## src/rtl/core/ikvf_pkg.sv

```systemverilog
// Shared types and constants for the infostring key/value finder.
package ikvf_pkg;

  localparam int unsigned MaxKeyChars      = 16;
  localparam int unsigned MaxValueChars    = 255;
  localparam int unsigned KeyTruncateChars = 255;
  localparam int unsigned KeyIdxW          = $clog2(MaxKeyChars);

  localparam logic [7:0] Backslash = 8'h5C;
  localparam logic [7:0] NulByte   = 8'h00;

  // Configuration register indexes
  localparam logic [1:0] RegKeyLow  = 2'd0;
  localparam logic [1:0] RegKeyHigh = 2'd1;
  localparam logic [1:0] RegKeyLen  = 2'd2;

  // Result status codes
  localparam logic [1:0] StByte     = 2'd0;
  localparam logic [1:0] StFound    = 2'd1;
  localparam logic [1:0] StNotFound = 2'd2;

  typedef enum logic [2:0] {
    PH_LEAD,
    PH_KEY,
    PH_VALUE,
    PH_SKIP,
    PH_DONE
  } phase_t;

  // One result as it travels from the parser to the output stage
  typedef struct packed {
    logic [1:0] status;
    logic [7:0] value_byte;
  } result_t;

endpackage

```

## src/rtl/core/ikvf_front.sv

```systemverilog
// Parser: accepts infostring bytes, tracks key match and produces results.
module ikvf_front (
  input  logic             clk,
  input  logic             rst,
  input  logic             cfg_wr_en,
  input  logic [1:0]       cfg_index,
  input  logic [63:0]      cfg_data,
  input  logic             accept,
  input  logic [7:0]       text_byte,
  output logic             push,
  output ikvf_pkg::result_t item
);
  import ikvf_pkg::*;

  logic [63:0] key_low;
  logic [63:0] key_high;
  logic [4:0]  key_len;

  phase_t      phase, phase_next;
  logic [7:0]  key_pos, key_pos_next;
  logic        key_match, key_match_next;
  logic [7:0]  value_count, value_count_next;

  logic [MaxKeyChars*8-1:0] key_all;
  logic [7:0]  key_char;
  logic        is_nul;
  logic        is_bs;

  // Write configuration registers
  always_ff @(posedge clk) begin
    if (rst) begin
      key_low  <= '0;
      key_high <= '0;
      key_len  <= '0;
    end else if (cfg_wr_en) begin
      case (cfg_index)
        RegKeyLow:  key_low  <= cfg_data;
        RegKeyHigh: key_high <= cfg_data;
        RegKeyLen:  key_len  <= cfg_data[4:0];
        default: ;
      endcase
    end
  end

  assign key_all  = {key_high, key_low};
  assign key_char = key_all[key_pos[KeyIdxW-1:0]*8 +: 8];
  assign is_nul   = (text_byte == NulByte);
  assign is_bs    = (text_byte == Backslash);

  // Hold parser state
  always_ff @(posedge clk) begin
    if (rst) begin
      phase       <= PH_LEAD;
      key_pos     <= '0;
      key_match   <= 1'b1;
      value_count <= '0;
    end else begin
      phase       <= phase_next;
      key_pos     <= key_pos_next;
      key_match   <= key_match_next;
      value_count <= value_count_next;
    end
  end

  // Classify the accepted byte and advance the parser
  always_comb begin
    phase_next       = phase;
    key_pos_next     = key_pos;
    key_match_next   = key_match;
    value_count_next = value_count;
    push             = 1'b0;
    item.status      = StNotFound;
    item.value_byte  = '0;
    if (accept) begin
      case (phase)
        PH_LEAD: begin
          if (is_bs) begin
            phase_next       = PH_KEY;
            key_pos_next     = '0;
            key_match_next   = 1'b1;
            value_count_next = '0;
          end else begin
            phase_next = is_nul ? PH_LEAD : PH_DONE;
            push       = 1'b1;
          end
        end
        PH_KEY: begin
          if (is_nul) begin
            phase_next = PH_LEAD;
            push       = 1'b1;
          end else if (is_bs || key_pos >= 8'(KeyTruncateChars)) begin
            if (key_match && key_pos == {3'b000, key_len}) begin
              phase_next       = PH_VALUE;
              value_count_next = '0;
            end else begin
              phase_next = PH_SKIP;
            end
          end else begin
            if (key_pos >= 8'(MaxKeyChars) || text_byte != key_char)
              key_match_next = 1'b0;
            key_pos_next = key_pos + 8'd1;
          end
        end
        PH_VALUE: begin
          push = 1'b1;
          if (is_nul || is_bs || value_count >= 8'(MaxValueChars)) begin
            phase_next  = is_nul ? PH_LEAD : PH_DONE;
            item.status = StFound;
          end else begin
            value_count_next = value_count + 8'd1;
            item.status      = StByte;
            item.value_byte  = text_byte;
          end
        end
        PH_SKIP: begin
          if (is_nul) begin
            phase_next = PH_LEAD;
            push       = 1'b1;
          end else if (is_bs) begin
            phase_next     = PH_KEY;
            key_pos_next   = '0;
            key_match_next = 1'b1;
          end
        end
        default: begin
          if (is_nul) phase_next = PH_LEAD;
        end
      endcase
    end
  end

endmodule

```

## src/rtl/core/ikvf_queue.sv

```systemverilog
// Short result queue between the parser and the output stage.
module ikvf_queue #(
  parameter int unsigned DEPTH = 4
) (
  input  logic              clk,
  input  logic              rst,
  input  logic              push,
  input  ikvf_pkg::result_t push_item,
  output logic              full,
  input  logic              pop,
  output logic              not_empty,
  output ikvf_pkg::result_t head_item
);
  import ikvf_pkg::*;

  localparam int unsigned PtrW = $clog2(DEPTH);
  localparam int unsigned CntW = $clog2(DEPTH + 1);

  result_t         mem [DEPTH];
  logic [PtrW-1:0] wr_ptr, rd_ptr;
  logic [CntW-1:0] count;
  logic            do_push, do_pop;

  assign full      = (count == CntW'(DEPTH));
  assign not_empty = (count != '0);
  assign do_push   = push && !full;
  assign do_pop    = pop && not_empty;
  assign head_item = mem[rd_ptr];

  // Store a transfer at the write pointer
  always_ff @(posedge clk) begin
    if (do_push) mem[wr_ptr] <= push_item;
  end

  // Advance pointers and fill count
  always_ff @(posedge clk) begin
    if (rst) begin
      wr_ptr <= '0;
      rd_ptr <= '0;
      count  <= '0;
    end else begin
      if (do_push)
        wr_ptr <= (wr_ptr == PtrW'(DEPTH - 1)) ? '0 : wr_ptr + PtrW'(1);
      if (do_pop)
        rd_ptr <= (rd_ptr == PtrW'(DEPTH - 1)) ? '0 : rd_ptr + PtrW'(1);
      case ({do_push, do_pop})
        2'b10:   count <= count + CntW'(1);
        2'b01:   count <= count - CntW'(1);
        default: ;
      endcase
    end
  end

endmodule

```

## src/rtl/core/ikvf_back.sv

```systemverilog
// Output stage: drains the queue into a registered result channel.
module ikvf_back (
  input  logic              clk,
  input  logic              rst,
  input  logic              q_not_empty,
  input  ikvf_pkg::result_t q_item,
  output logic              q_pop,
  output logic              out_valid,
  input  logic              out_stall,
  output logic [1:0]        status,
  output logic [7:0]        value_byte
);
  import ikvf_pkg::*;

  result_t hold;

  // Refill when the register is empty or its transfer completes this cycle
  assign q_pop = q_not_empty && (!out_valid || !out_stall);

  always_ff @(posedge clk) begin
    if (rst) begin
      out_valid <= 1'b0;
    end else if (!out_valid || !out_stall) begin
      out_valid <= q_not_empty;
    end
  end

  // Load payload only on refill so a stalled result holds
  always_ff @(posedge clk) begin
    if (q_pop) hold <= q_item;
  end

  assign status     = hold.status;
  assign value_byte = hold.value_byte;

endmodule

```

## src/rtl/core/infostring_key_value_finder_core.sv

```systemverilog
// Infostring key/value finder: top level joining parser, queue and output stage.
// Scans a backslash-delimited infostring one byte per cycle and returns the
// value bytes of the first key equal to the configured key, then a found
// result, or a single not-found result. A byte is accepted every cycle while
// the result queue (QUEUE_DEPTH entries) has room; the parser works on the
// byte in its cycle of transfer, and a result is written into the queue, then
// loaded into the output register. Sustained rate is one byte per cycle as
// long as the consumer takes results; in_stall rises only when the queue is
// full. Write configuration only while the block is idle.
module infostring_key_value_finder_core #(
  parameter int unsigned QUEUE_DEPTH = 4
) (
  input  logic        clk,
  input  logic        rst,
  input  logic        cfg_wr_en,
  input  logic [1:0]  cfg_index,
  input  logic [63:0] cfg_data,
  input  logic        in_valid,
  output logic        in_stall,
  input  logic [7:0]  text_byte,
  output logic        out_valid,
  input  logic        out_stall,
  output logic [1:0]  status,
  output logic [7:0]  value_byte
);
  import ikvf_pkg::*;

  logic    accept;
  logic    push;
  result_t push_item;
  logic    q_full;
  logic    q_pop;
  logic    q_not_empty;
  result_t q_item;

  assign in_stall = q_full;
  assign accept   = in_valid && !q_full;

  ikvf_front u_front (
    .clk       (clk),
    .rst       (rst),
    .cfg_wr_en (cfg_wr_en),
    .cfg_index (cfg_index),
    .cfg_data  (cfg_data),
    .accept    (accept),
    .text_byte (text_byte),
    .push      (push),
    .item      (push_item)
  );

  ikvf_queue #(
    .DEPTH (QUEUE_DEPTH)
  ) u_queue (
    .clk       (clk),
    .rst       (rst),
    .push      (push),
    .push_item (push_item),
    .full      (q_full),
    .pop       (q_pop),
    .not_empty (q_not_empty),
    .head_item (q_item)
  );

  ikvf_back u_back (
    .clk         (clk),
    .rst         (rst),
    .q_not_empty (q_not_empty),
    .q_item      (q_item),
    .q_pop       (q_pop),
    .out_valid   (out_valid),
    .out_stall   (out_stall),
    .status      (status),
    .value_byte  (value_byte)
  );

endmodule
```

## config.mk

```make
export PLATFORM = sky130hd
export DESIGN_NAME = infostring_key_value_finder_core
export DESIGN_NICKNAME = d
export VERILOG_FILES = /design/src/rtl/core/ikvf_pkg.sv /design/src/rtl/core/ikvf_front.sv /design/src/rtl/core/ikvf_queue.sv /design/src/rtl/core/ikvf_back.sv /design/src/rtl/core/infostring_key_value_finder_core.sv
export SDC_FILE = /design/constraint.sdc
export NUM_CORES = 1
export LEC_CHECK = 0
export BUFFER_PORTS_ARGS = -buffer_cell sky130_fd_sc_hd__clkbuf_2
export CORE_ASPECT_RATIO = 0.7
export CORE_MARGIN = 4
export CORE_UTILIZATION = 60
export CTS_CLUSTER_SIZE = 12
export DETAILED_ROUTE_END_ITERATION = 10
export PLACE_DENSITY = 0.81
export SLEW_MARGIN = 20
export SYNTH_ARGS = -nofsm -noshare
export SYNTH_HDL_FRONTEND = slang
export SYNTH_SLANG_ARGS = --single-unit
export TNS_END_PERCENT = 10
```

## constraint.sdc

```tcl
create_clock -name clk -period 5 [get_ports clk]
set_input_delay 1 -clock clk [delete_from_list [all_inputs] [get_ports clk]]
set_output_delay 1 -clock clk [all_outputs]
set_load 0.02 [all_outputs]
```

==> flow_summary.toml, run 1 <==
[clock_network]
cts_tree = "done"
cts_buffers = 21
clockRootBuffer = "clkbuf_16"
clk_latency_ns = 0.49
cts_buffer_depth = 3
clk_pin_slew_worst_paths_ns = 0.06
cts_hold_buf = 0
cts_resized = 0
htreeDepth = 1
clock_sinks = 211
postCtsSetupBuffers = 0

[logic_synthesis]
post-synth-top-area-fraction_pct = 34.7
ys_types = 57
yosys-top-cells-count = "274 x nand2_1, 161 x dfxtp_1, 152 x a21oi_1"
seq_area_frac_synth_pct = 50.9
synth_ff_type = "dfxtp_1"
yosysMostFrequentCell = "nand2_1"
syn_area_sq_mm = 0.00928
synthAdderAreaFrac_pct = 1.43
synth_top_cell_by_area = "dfxtp_1"
synth-compound-area-share_pct = 12.0
synthXorXnorAreaFrac_pct = 1.60
syn_area_per_cell_sq_um = 9.53
synth_cells = 974
synthSimpleGateAreaFrac_pct = 18.4
synthTopCellsByArea = "dfxtp_1 35%, edfxtp_1 16%, nand2_1 11%"
ys_warn_count = 0
synth_fp_nets = 1063
synthArstFlopShare_pct = 0
synth-seq-cells = 211
synth_top_family_by_area = "simple AND/OR/NAND/NOR gates"
synthMuxAreaShare_pct = 12.1
synth_edf_count = 50

[grt]
antenna_found_initial = 0
grtUsageTotal_pct = 25.0
grt_pass1_vias = 6763
grt_pass1_wl_um = 35600
overflow = 0
grt_max_degree = 105

[timing]
period_minus_slack_ns = 3.47
slew_viol_final = 0
hold_viol = 0
post-route-period-util_pct = 69.5
grt_setup_unrepaired = "false"
fmax_mhz = 288
relSlewSlack_pct = 44.9
setup_viol = 0
tightestPinTransition_ns = 0.826
tns_ns = 0
hold_ws_ns = 0.452
fin_skew_ns = 0.0155

[setup_path]
crit_required_ns = 5.42
crit_slowest_cell = "or4_4"
worstSetupPathType = "in2reg"
crit_arrival_ns = 3.89
end_kind = "register"
max_stage_delay_ns = 0.58
ff2ff_setup_slack_ns = 1.80
cp-start-kind = "input port"
crit_chain = "clkbuf_2 > or4_4 > or2_1 > or3_1 > and3_1 > inv_1 > ha_1 > inv_1 > fa_1 > xor2_1 > or3_1 > a21oi_1"
crit_fanout = 7

[floorplan]
core_area_sq_mm = 0.0149
dieArea_sq_mm = 0.0176
rows = 37
initial_core_util_pct = 62.3
fp.dieH_um = 112
floorplan.die.width_um = 157
pin_count = 91

[place]
dpl.cell_count = 1204
portBuffers = 90
dp_hpwl_um = 14900
place.gp.congestion = 0.865
post_dp_cell_area_sq_mm = 0.00981

[power_and_ir_drop]
pwr-share-comb_pct = 14.9
power_frac_seq_pct = 50.6
p_int_mw = 2.89
p_leak_nw = 3.66
p_per_area_mw_per_mm2 = 379
clock_power_share_pct = 34.5
swShare_pct = 26.4
p_sw_mw = 1.04
ir_drop_uv = 213

[route]
drt-total-wl_um = 22100
postRouteAntennaNets = 0
vias = 7319
dr.pass1.iters = 5
drc_errors = 0
viasPerCell = 5.94
post_drt_wl_per_cell_um = 18.0
drt_iter0_drc = 783

[finish]
syn_to_final_growth_pct = 11.7
fin_util_pct = 69.5
diodes = 0
nFillCells = 1159
drive_gt1_share_pct = 17.0
layout.cells.non_filler = 1232
final_area_sq_mm = 0.0104
nets = 1121

[min_path]
min_path_type = "reg2reg"

[run]
maxCapViolCount = 0

[outcome]
status = "finished, final reports clean"
==> layout by cell type (no fill, tap or decap), drive strengths merged, types with 13 or more instances in the layout <==
cell    Yosys  final
a21oi     152    152
and2       18     18
clkbuf     49    116
dfxtp     161    161
edfxtp     50     50
mux2i      27     27
mux4       37     37
nand2     274    274
nor2       34     34
o21ai      13     13
==> state kept, by name, indices dropped and copies added (netlist names) <==
name,count
u_queue.wr_ptr,2
u_back.status,2
u_queue.mem,40
u_back.out_valid,1
u_front.key_len,5
u_front.key_pos,8
u_queue.rd_ptr,2
u_front.key_low,64
u_front.value_count,8
u_front.phase,3
u_back.value_byte,8
u_front.key_high,64
u_queue.count,3
u_front.key_match,1
==> kinds of logic (layout without fill, tap and decap cells) <==
family / count (synthesis) / count (layout)
muxes: 65 / 65
AOI/OAI and AO/OA: 199 / 199
xor gates and xnor gates: 17 / 17
buffers and inverters: 78 / 141
and+or+nand+nor: 394 / 394
adders and majority gates: 10 / 10
DFF: 211 / 211
==> metal layers <==
layer | up-vias | share of wire [%] | GRT usage [%]
li1 | 3499 | - | -
met1 | 3501 | 46 | 39.0
met2 | 284 | 45 | 37.0
met3 | 35 | 7.4 | 4.32
met4 | 0 | 1.9 | 5.43
met5 | - | 0 | 0
==> worst max-delay path, delay by kind of cell <==
kind | cells | cell delay (ns)
and+or+nand+nor | 5 | 1.77
adders and majority gates | 2 | 0.54
xor gates and xnor gates | 1 | 0.15
AOI/OAI and AO/OA | 1 | 0.16
buffers and inverters | 3 | 0.25
==> cell type report <==
type,instances,area (sq um),area share (%)
multi-input combinational,685,4250,41.0
clock inverter,1,5.00,0.0483
timing repair buffer,101,548,5.29
sequential,211,4730,45.6
tap,195,244,2.35
inverter,12,45.0,0.435
clock buffer,27,548,5.29
==> through the flow <==
stage / setup slack, ns / power, mW
after detailed placement: 1.03 / 2.60
final: 1.53 / 3.93
after floorplan: 1.26 / 2.39
after global routing: 1.37 / 4.09
after global placement: 1.11 / 2.57
after CTS: 1.54 / 3.95
==> power groups by stage <==
stage | combinational (mW) | sequential, mW | clock, mW
final | 0.584 | 1.99 | 1.35
after global routing | 0.644 | 2.01 | 1.44
after CTS | 0.588 | 1.99 | 1.37
after detailed placement | 0.578 | 2.03 | 0
after global placement | 0.560 | 2.01 | 0
after floorplan | 0.363 | 2.03 | 0
==> path summary, 6_finish.rpt <==
| kind | start | depth (start not counted) | to |
|---|---|---|---|
| hold reg to reg | u_front.key_low[27]$_SDFFE_PP0P_ | 2 | u_front.key_low[27]$_SDFFE_PP0P_ |
| setup / recovery | text_byte[5] | 12 | u_queue.count[2]$_SDFFE_PP0P_ |
| hold / removal | u_front.key_low[27]$_SDFFE_PP0P_ | 2 | u_front.key_low[27]$_SDFFE_PP0P_ |
| setup reg to reg | u_front.key_pos[0]$_SDFFE_PP0P_ | 6 | u_front.key_match$_SDFFE_PP1P_ |
(Power assumes the default switching activity.)
==> inputs of run 2 (changes only) <==
--- a/config.mk
+++ b/config.mk
@@ -5,13 +5,14 @@
 export SDC_FILE = /design/constraint.sdc
 export NUM_CORES = 1
 export LEC_CHECK = 0
+export ABC_AREA = 1
 export BUFFER_PORTS_ARGS = -buffer_cell sky130_fd_sc_hd__clkbuf_2
 export CORE_ASPECT_RATIO = 0.7
 export CORE_MARGIN = 4
-export CORE_UTILIZATION = 60
+export CORE_UTILIZATION = 59
 export CTS_CLUSTER_SIZE = 12
 export DETAILED_ROUTE_END_ITERATION = 10
-export PLACE_DENSITY = 0.81
+export PLACE_DENSITY = 0.79
 export SLEW_MARGIN = 20
 export SYNTH_ARGS = -nofsm -noshare
 export SYNTH_HDL_FRONTEND = slang
==> constraint.sdc (replaced) <==
create_clock -name clk -period 3.2 [get_ports clk]
set_input_delay 0.64 -clock clk [delete_from_list [all_inputs] [get_ports clk]]
set_output_delay 0.64 -clock clk [all_outputs]
set_load 0.02 [all_outputs]
==> flow_summary.toml, run 2 <==
[setup_path]
crit_fanout = 12
crit_slowest_cell = "nor3_1"
end_kind = "register"
crit_required_ns = 3.44
crit_chain = "nor3_1 > inv_1 > nor2_1 > clkinv_1 > nor3_1"
cp-start-kind = "register"
cpMostUsedCell = "nor3_1"
max_stage_delay_ns = 0.54
worstSetupPathType = "reg2reg"
crit_arrival_ns = 2.83

[logic_synthesis]
syn_area_sq_mm = 0.00957
syn_area_per_cell_sq_um = 7.46
synth_top_cell_by_area = "dfxtp_1"
yosys-top-cells-count = "287 x nor2_1, 193 x nand2_1, 184 x o21ai_0"
synthAdderAreaFrac_pct = 1.39
synth-seq-cells = 211
synth_top_family_by_area = "simple AND/OR/NAND/NOR gates"
synth_edf_count = 50
synthXorXnorAreaFrac_pct = 0.823
synthTopCellsByArea = "dfxtp_1 34%, edfxtp_1 16%, nor2_1 11%"
yosysMostFrequentCell = "nor2_1"
synthMuxAreaShare_pct = 0
synthSimpleGateAreaFrac_pct = 25.4
seq_area_frac_synth_pct = 49.3
post-synth-top-area-fraction_pct = 33.7
synth_fp_nets = 1373
synthArstFlopShare_pct = 0
ys_types = 37
synth_cells = 1284
ys_warn_count = 0
synth-compound-area-share_pct = 15.9
synth_ff_type = "dfxtp_1"

[finish]
syn_to_final_growth_pct = 12.2
nets = 1436
reg_top3 = "u_front.key_high (64), u_front.key_low (64), u_queue.mem (40)"
layout_common_cells = "287 x nor2_1, 193 x nand2_1, 184 x o21ai_0, 160 x dfxtp_1, 90 x clkbuf_2"
layout.cells.most_common = "nor2_1"
ff_latch_area_sq_mm = 0.00473
multiInputGateArea_sq_mm = 0.00417
fin_util_pct = 68.5
final_area_sq_mm = 0.0107
drive_gt1_share_pct = 12.2
diodes = 0
nFillCells = 1319

[timing]
setup_slack_ns = 0.609
period_minus_slack_ns = 2.59
slew_viol_final = 0
setup_viol = 0
fmax_mhz = 386
relSlewSlack_pct = 58.2
post-route-period-util_pct = 81.0
tns_ns = 0
fin_skew_ns = 0.0177
hold_ws_ns = 0.381
hold_viol = 0
grt_setup_unrepaired = "false"
tightestPinTransition_ns = 0.626

[route]
viasPerCell = 5.63
drc_errors = 0
drt_iter0_drc = 1134
dr.pass1.iters = 5
postRouteAntennaNets = 0
post_drt_wl_per_cell_um = 16.0
drt-total-wl_um = 24800
vias = 8770

[place]
post-place-ws_ns = 0.500
place.gp.congestion = 0.932
post_dp_cell_area_sq_mm = 0.0102
portBuffers = 90
dp_hpwl_um = 16600

[min_path]
min_path_type = "in2reg"

[floorplan]
initial_core_util_pct = 61.0
dieArea_sq_mm = 0.0184
floorplan.die.width_um = 160
core_area_sq_mm = 0.0157
rows = 38
fp.dieH_um = 115
pin_count = 91

[power_and_ir_drop]
p_per_area_mw_per_mm2 = 612
pwr-share-comb_pct = 18.4
p_sw_mw = 1.91
power_frac_seq_pct = 48.3
ir_drop_uv = 405
p_leak_nw = 4.43
p_int_mw = 4.66
swShare_pct = 29.1
clock_power_share_pct = 33.3

[clock_network]
cts_buffers = 21
cts_tree = "done"
clockRootBuffer = "clkbuf_16"
cts_resized = 0
cts_buffer_depth = 3
clk_latency_ns = 0.51
htreeDepth = 1
postCtsSetupBuffers = 0
clk_pin_slew_worst_paths_ns = 0.06
clock_sinks = 211
cts_hold_buf = 0

[grt]
overflow = 0
grt_max_degree = 79
antenna_found_initial = 0
grtUsageTotal_pct = 26.6
grt_pass1_wl_um = 39900
grt_pass1_vias = 7708

[outcome]
status = "finished, final reports clean"

[run]
maxCapViolCount = 0
[run 2: cell types whose count changed after synthesis, sizes merged, moves of 18 or more]
| cell | before | now |
|---|---|---|
| mux2i | 27 | 0 |
| o21ai | 13 | 188 |
| nor2 | 34 | 294 |
| mux4 | 37 | 0 |
| and2 | 18 | 0 |
| inv | 12 | 93 |
| a21oi | 152 | 85 |
| nand2 | 274 | 197 |
| nand3 | 10 | 67 |
[run 2: final timing paths]
check                                  start                                to  slack [ns]  cells past startpoint
min reg2reg  u_front.key_low[7]$_SDFFE_PP0P_   u_front.key_low[7]$_SDFFE_PP0P_        0.45                      2
min                             cfg_data[28]  u_front.key_low[28]$_SDFFE_PP0P_        0.38                      3
max reg2reg    u_front.phase[0]$_SDFFE_PP0P_       u_queue.mem[3][7]$_DFFE_PP_        0.61                      5
max            u_front.phase[0]$_SDFFE_PP0P_       u_queue.mem[3][7]$_DFFE_PP_        0.61                      5
[run 2: final cells by class]
cell class / instances / share of cell area [%]
Tap cell: 200 / 2.33
Clock buffer: 32 / 5.27
Clock inverter: 1 / 0.0815
Multi-Input combinational cell: 905 / 38.8
Timing Repair Buffer: 110 / 6.05
Sequential cell: 211 / 44.0
Inverter: 98 / 3.46
[run 2: routing by layer]
| layer | track usage (%) | up-vias | wire [um] |
|---|---|---|---|
| li1 | - | 4319 | - |
| met4 | 6.19 | 0 | 506 |
| met2 | 40.0 | 383 | 10600 |
| met3 | 4.50 | 41 | 2240 |
| met1 | 40.3 | 4027 | 11500 |
| met5 | 0 | - | 0 |
[run 2: cell families after synthesis]
group	after synthesis
adder cells (fa/ha/maj)	10
flip-flops	211
buffers and inverters	168
AO/OA/AOI/OAI	295
XOR/XNOR	9
AND/OR/NAND/NOR	591
[run 2: stage by stage]
stage | std cells | power, mW
final | 1557 | 6.57
after global routing | 1557 | 6.90
after CTS | 1557 | 6.59
after detailed placement | 1524 | 4.43
after global placement | 1524 | 4.39
after floorplan | 1284 | 4.02
[run 2: critical path: cells and delay by family, from the launching register on]
kind | cells | cell delay (ns)
flops | 1 | 0.35
simple gates | 3 | 1.36
buf+inv | 2 | 0.62
[run 2: power groups by stage]
stage | Sequential (mW) | Combinational (mW) | Clock, mW
6_report | 3.18 | 1.21 | 2.19
5_1_grt | 3.20 | 1.37 | 2.33
4_1_cts | 3.17 | 1.20 | 2.21
3_5_place_dp | 3.23 | 1.20 | 0
3_3_place_gp | 3.22 | 1.16 | 0
2_1_floorplan | 3.30 | 0.719 | 0
